## src/rtl/ppu_mul.sv

```systemverilog
// Shared signed 33x18 multiplier with registered product.
// Depends on nothing but its operands.
`default_nettype none
module ppu_mul (
  input  wire logic               clk_i,
  input  wire logic signed [32:0] a_i,
  input  wire logic signed [17:0] b_i,
  output      logic signed [50:0] prod_o
);

  always_ff @(posedge clk_i) begin
    prod_o <= a_i * b_i;
  end

endmodule
`default_nettype wire
```

## config.mk

```make
export PLATFORM = sky130hd
export DESIGN_NAME = ppu_mul
export DESIGN_NICKNAME = d
export VERILOG_FILES = /design/src/rtl/ppu_mul.sv
export SDC_FILE = /design/constraint.sdc
export NUM_CORES = 2
export LEC_CHECK = 0
export ABC_AREA = 1
export BUFFER_PORTS_ARGS = -buffer_cell sky130_fd_sc_hd__buf_2
export CAP_MARGIN = 20
export CORE_ASPECT_RATIO = 0.9
export CORE_MARGIN = 2
export CORE_UTILIZATION = 30
export DETAILED_ROUTE_END_ITERATION = 10
export SLEW_MARGIN = 30
export SYNTH_ARGS = -nofsm -noshare
export SYNTH_HDL_FRONTEND = slang
export SYNTH_SLANG_ARGS = --single-unit
```

## constraint.sdc

```tcl
create_clock -name clk_i -period 5.38 [get_ports clk_i]
set_input_delay 0.538 -clock clk_i [delete_from_list [all_inputs] [get_ports clk_i]]
set_output_delay 0.538 -clock clk_i [all_outputs]
set_load 0.02 [all_outputs]
```

==> summary by stage <==
Outcome
The flow ran to the end, and the final reports show no timing, DRC or antenna violations.

Detailed routing
After detailed routing, the number of remaining DRC violations is 0. The post-detailed-route count of antenna-violating nets is 0. After detailed routing, the average wire length per cell comes to 15.23 um.

The iteration-0 DRC count of the detailed router is 1264. The average via count per standard cell is 4.335. The routed wire length is 68020 um.

The total via count in the routed design is 19360. The first detailed-routing pass took 5 iterations.

Placed design
The routability congestion estimate from global placement is 0.9080. The count of buffers added on input and output ports is 102. The total half-perimeter wirelength after legalization and detailed placement is 55970 um. The total cell area at the placement stage is 26930 um^2. The worst setup slack after placement is -700.8 ps. Counting tap cells, the placed design contains a total of 4419 instances.

Cells and area
The area added between synthesis and finish is 24.63%. More flip-flops sit in one register than any other, and that register is prod_o. The number of flip-flops under the largest register name is 51. With fillers left out, the area of the finished cells amounts to 29170 um^2.

Cells with a size suffix above 1 make up 20.61% of the layout. The largest registers in the layout are prod_o x51. The final net count is 4169. The count of non-filler cells in the finished layout is 4466.

GRT
The via count of the first global-routing pass is 20040. The number of antenna violations at the first check in global routing came to 2. The global-route congestion overflow total is 0.

The first global-routing pass estimated 105400 um of wire. Entering global routing, the biggest net connects 29 pins. The total track usage is 16.44%.

Synthesis
The netlist uses 27 different library cells. Synthesis inferred 51 register bits. In this run the mean area of a mapped cell was 7.427 um^2. The number of warnings reported in the yosys synthesis log is 0.

The number of standard cells after synthesis is 3151. The post-synth net total is 3895. The portion of the post-synthesis area used by sequential elements is 4.363%. The mapped netlist covers 23400 um^2.

Hold path
For hold timing, the worst endpoint is prod_o[0]. The startpoint identified for the worst hold timing path is a_i[0]. The worst hold path was traced through 4 stages. The class of the worst hold path is primary input to flop.

Timing
The total count of max-transition violations in the final report is 0. For the final routed database, the setup TNS stands at 0 ps. In this run the tightest slew margin relative to its limit is 79.64%. Setup repair after global routing could not meet its margin everywhere. The number of endpoints with negative hold slack in the final report is 0.

The time the worst path needs with I/O delays and setup is 5264 ps. The slew of the pin with the lowest slew margin is 305.3 ps. In the post-route analysis, the smallest setup slack over all paths is 116.2 ps. The achievable frequency is 190.0 MHz. Dividing the final minimum period by the clock period gives 97.84%.

The count of endpoints failing setup in the final report is 0.

Setup path
Data arrives at the worst endpoint at 5480 ps. Counting both buffers and inverters, the worst setup path holds a total of 9. Among the stages of the critical path, the cell type that occurs most often is fa_1. The stage delay of the slowest cell on the critical path is 560 ps. The worst setup path is captured at a flop. In this run the worst path has a maximum fanout of 11. In this run the number of cells on the critical path is 27. The data required time at the worst endpoint is 5590 ps.

The type of the setup path with the least slack is primary input to flop. The top cell family by delay on the critical path is adder cells. STA classifies the critical path startpoint as a primary input. The cell type of the slowest stage on the worst timing path is fa_1.

Clock tree
TritonCTS built the clock tree. The clock slew seen by the registers of the worst setup and hold paths is 80 ps. The maximum level of the CTS H-tree is 2. Counting the buffers created by CTS gives 5. The number of hold buffers added after CTS was 0. The clock sink count is 51.

No sink is reached through more buffers than the 2 on the longest clock path. The root buffer cell chosen for the clock tree is clkbuf_16.

Job
The max-cap check violation count is 0.

Floorplanning
After floorplanning, the core was divided into 97 placement rows. The die footprint is 80260 um^2. The initial cell density of the core is 30.18%. The floorplan step defined a core boundary enclosing 77550 um^2. The die is 298.4 um wide. The die height is 269.0 um. The I/O pin count is 103.
## per-stage QoR
| step | util, % | hold slack [ps] |
|---|---|---|
| after detailed placement | 34.72 | 953.4 |
| after global placement | 34.72 | 953.6 |
| after CTS | 35.36 | 651.0 |
| after global routing | 37.61 | 688.5 |
| after floorplan | - | 797.5 |
| final | 37.61 | 673.4 |
## how the worst max path moves through the flow
stage / start / end
global route: b_i[7] / prod_o[45]
detailed placement: b_i[8] / prod_o[38]
global placement: b_i[8] / prod_o[38]
CTS: b_i[5] / prod_o[22]
floorplan: a_i[32] / prod_o[46]
finish: b_i[6] / prod_o[37]
## cell usage after synthesis
library cell,count,area [um^2]
a21o_1,1,7.510
a21oi_1,26,130.1
a21oi_2,1,8.760
buf_1,19,71.32
clkbuf_1,118,442.9
dfxtp_1,51,1021
fa_1,569,11390
ha_1,123,1539
inv_1,1037,3892
inv_2,2,7.510
nand2_1,973,3652
nand2_2,11,68.82
nand3_1,49,245.2
nand3_2,2,20.02
nand3b_1,3,22.52
nand4_1,16,100.1
nor2_1,95,356.6
nor2_2,10,62.56
nor2_4,2,22.52
nor3_1,4,20.02
nor3_2,1,10.01
o21a_1,2,15.01
o21ai_0,1,5.000
o21bai_1,3,22.52
or2_2,5,31.28
xnor2_1,2,17.52
xor2_1,25,219.0
## kinds of logic (layout without fill, tap and decap cells)
kind of cell / count (synthesis) / in the layout / share of synthesized area, %
xor+xnor: 27 / 27 / 1.010
buf+inv: 1176 / 1450 / 18.86
flops: 51 / 51 / 4.363
compound gates: 34 / 34 / 0.8073
simple gates: 1171 / 1171 / 19.71
other cells: 0 / 2 / 0
fa+ha+maj: 692 / 692 / 55.25
## layer usage
| layer | up-vias | global-route usage (%) | wire, um |
|---|---|---|---|
| li1 | 9107 | - | - |
| met1 | 9604 | 22.70 | 30540 |
| met2 | 586 | 28.27 | 31350 |
| met3 | 61 | 1.716 | 4941 |
| met4 | 0 | 2.784 | 1187 |
| met5 | - | 0 | 0 |
## repair_timing
item,CTS,global route
cloned,1,10
setup buffers,2,25
pin swaps,8,119
resized for setup,59,368
setup endpoints to repair,38,40
## cell usage in the layout (no fill, tap or decap), types with 19 or more instances in the layout
cell type,Yosys,final
buf_4,0,273
inv_2,2,31
nand2_2,11,82
buf_2,0,60
fa_2,0,26
nor2_2,10,28
buf_12,0,23
inv_1,1037,1006
fa_1,569,543
buf_6,0,21
nor2_4,2,29
nand3_1,49,43
ha_4,0,40
nand2_1,973,883
dfxtp_1,51,51
nor2_1,95,50
ha_1,123,82
nand2_4,0,19
xor2_1,25,22
## worst min-delay path: cells and delay by family
kind | cells | cell delay (ps)
buf+inv | 3 | 340
simple gates | 1 | 80
## area by class of cell
type                            count  area [um^2]
Fill cell                        7935        48390
Antenna cell                        2        5.005
Inverter                         1039         3906
Timing Repair Buffer              404         3490
Multi-Input combinational cell   1924        19290
Clock buffer                        6        128.9
Sequential cell                    51         1021
Clock inverter                      1        30.03
Tap cell                         1039         1300
Power is left out: the tool's default activity adds up to more than one toggle a clock period on the data nets, which glitch-free logic cannot reach.
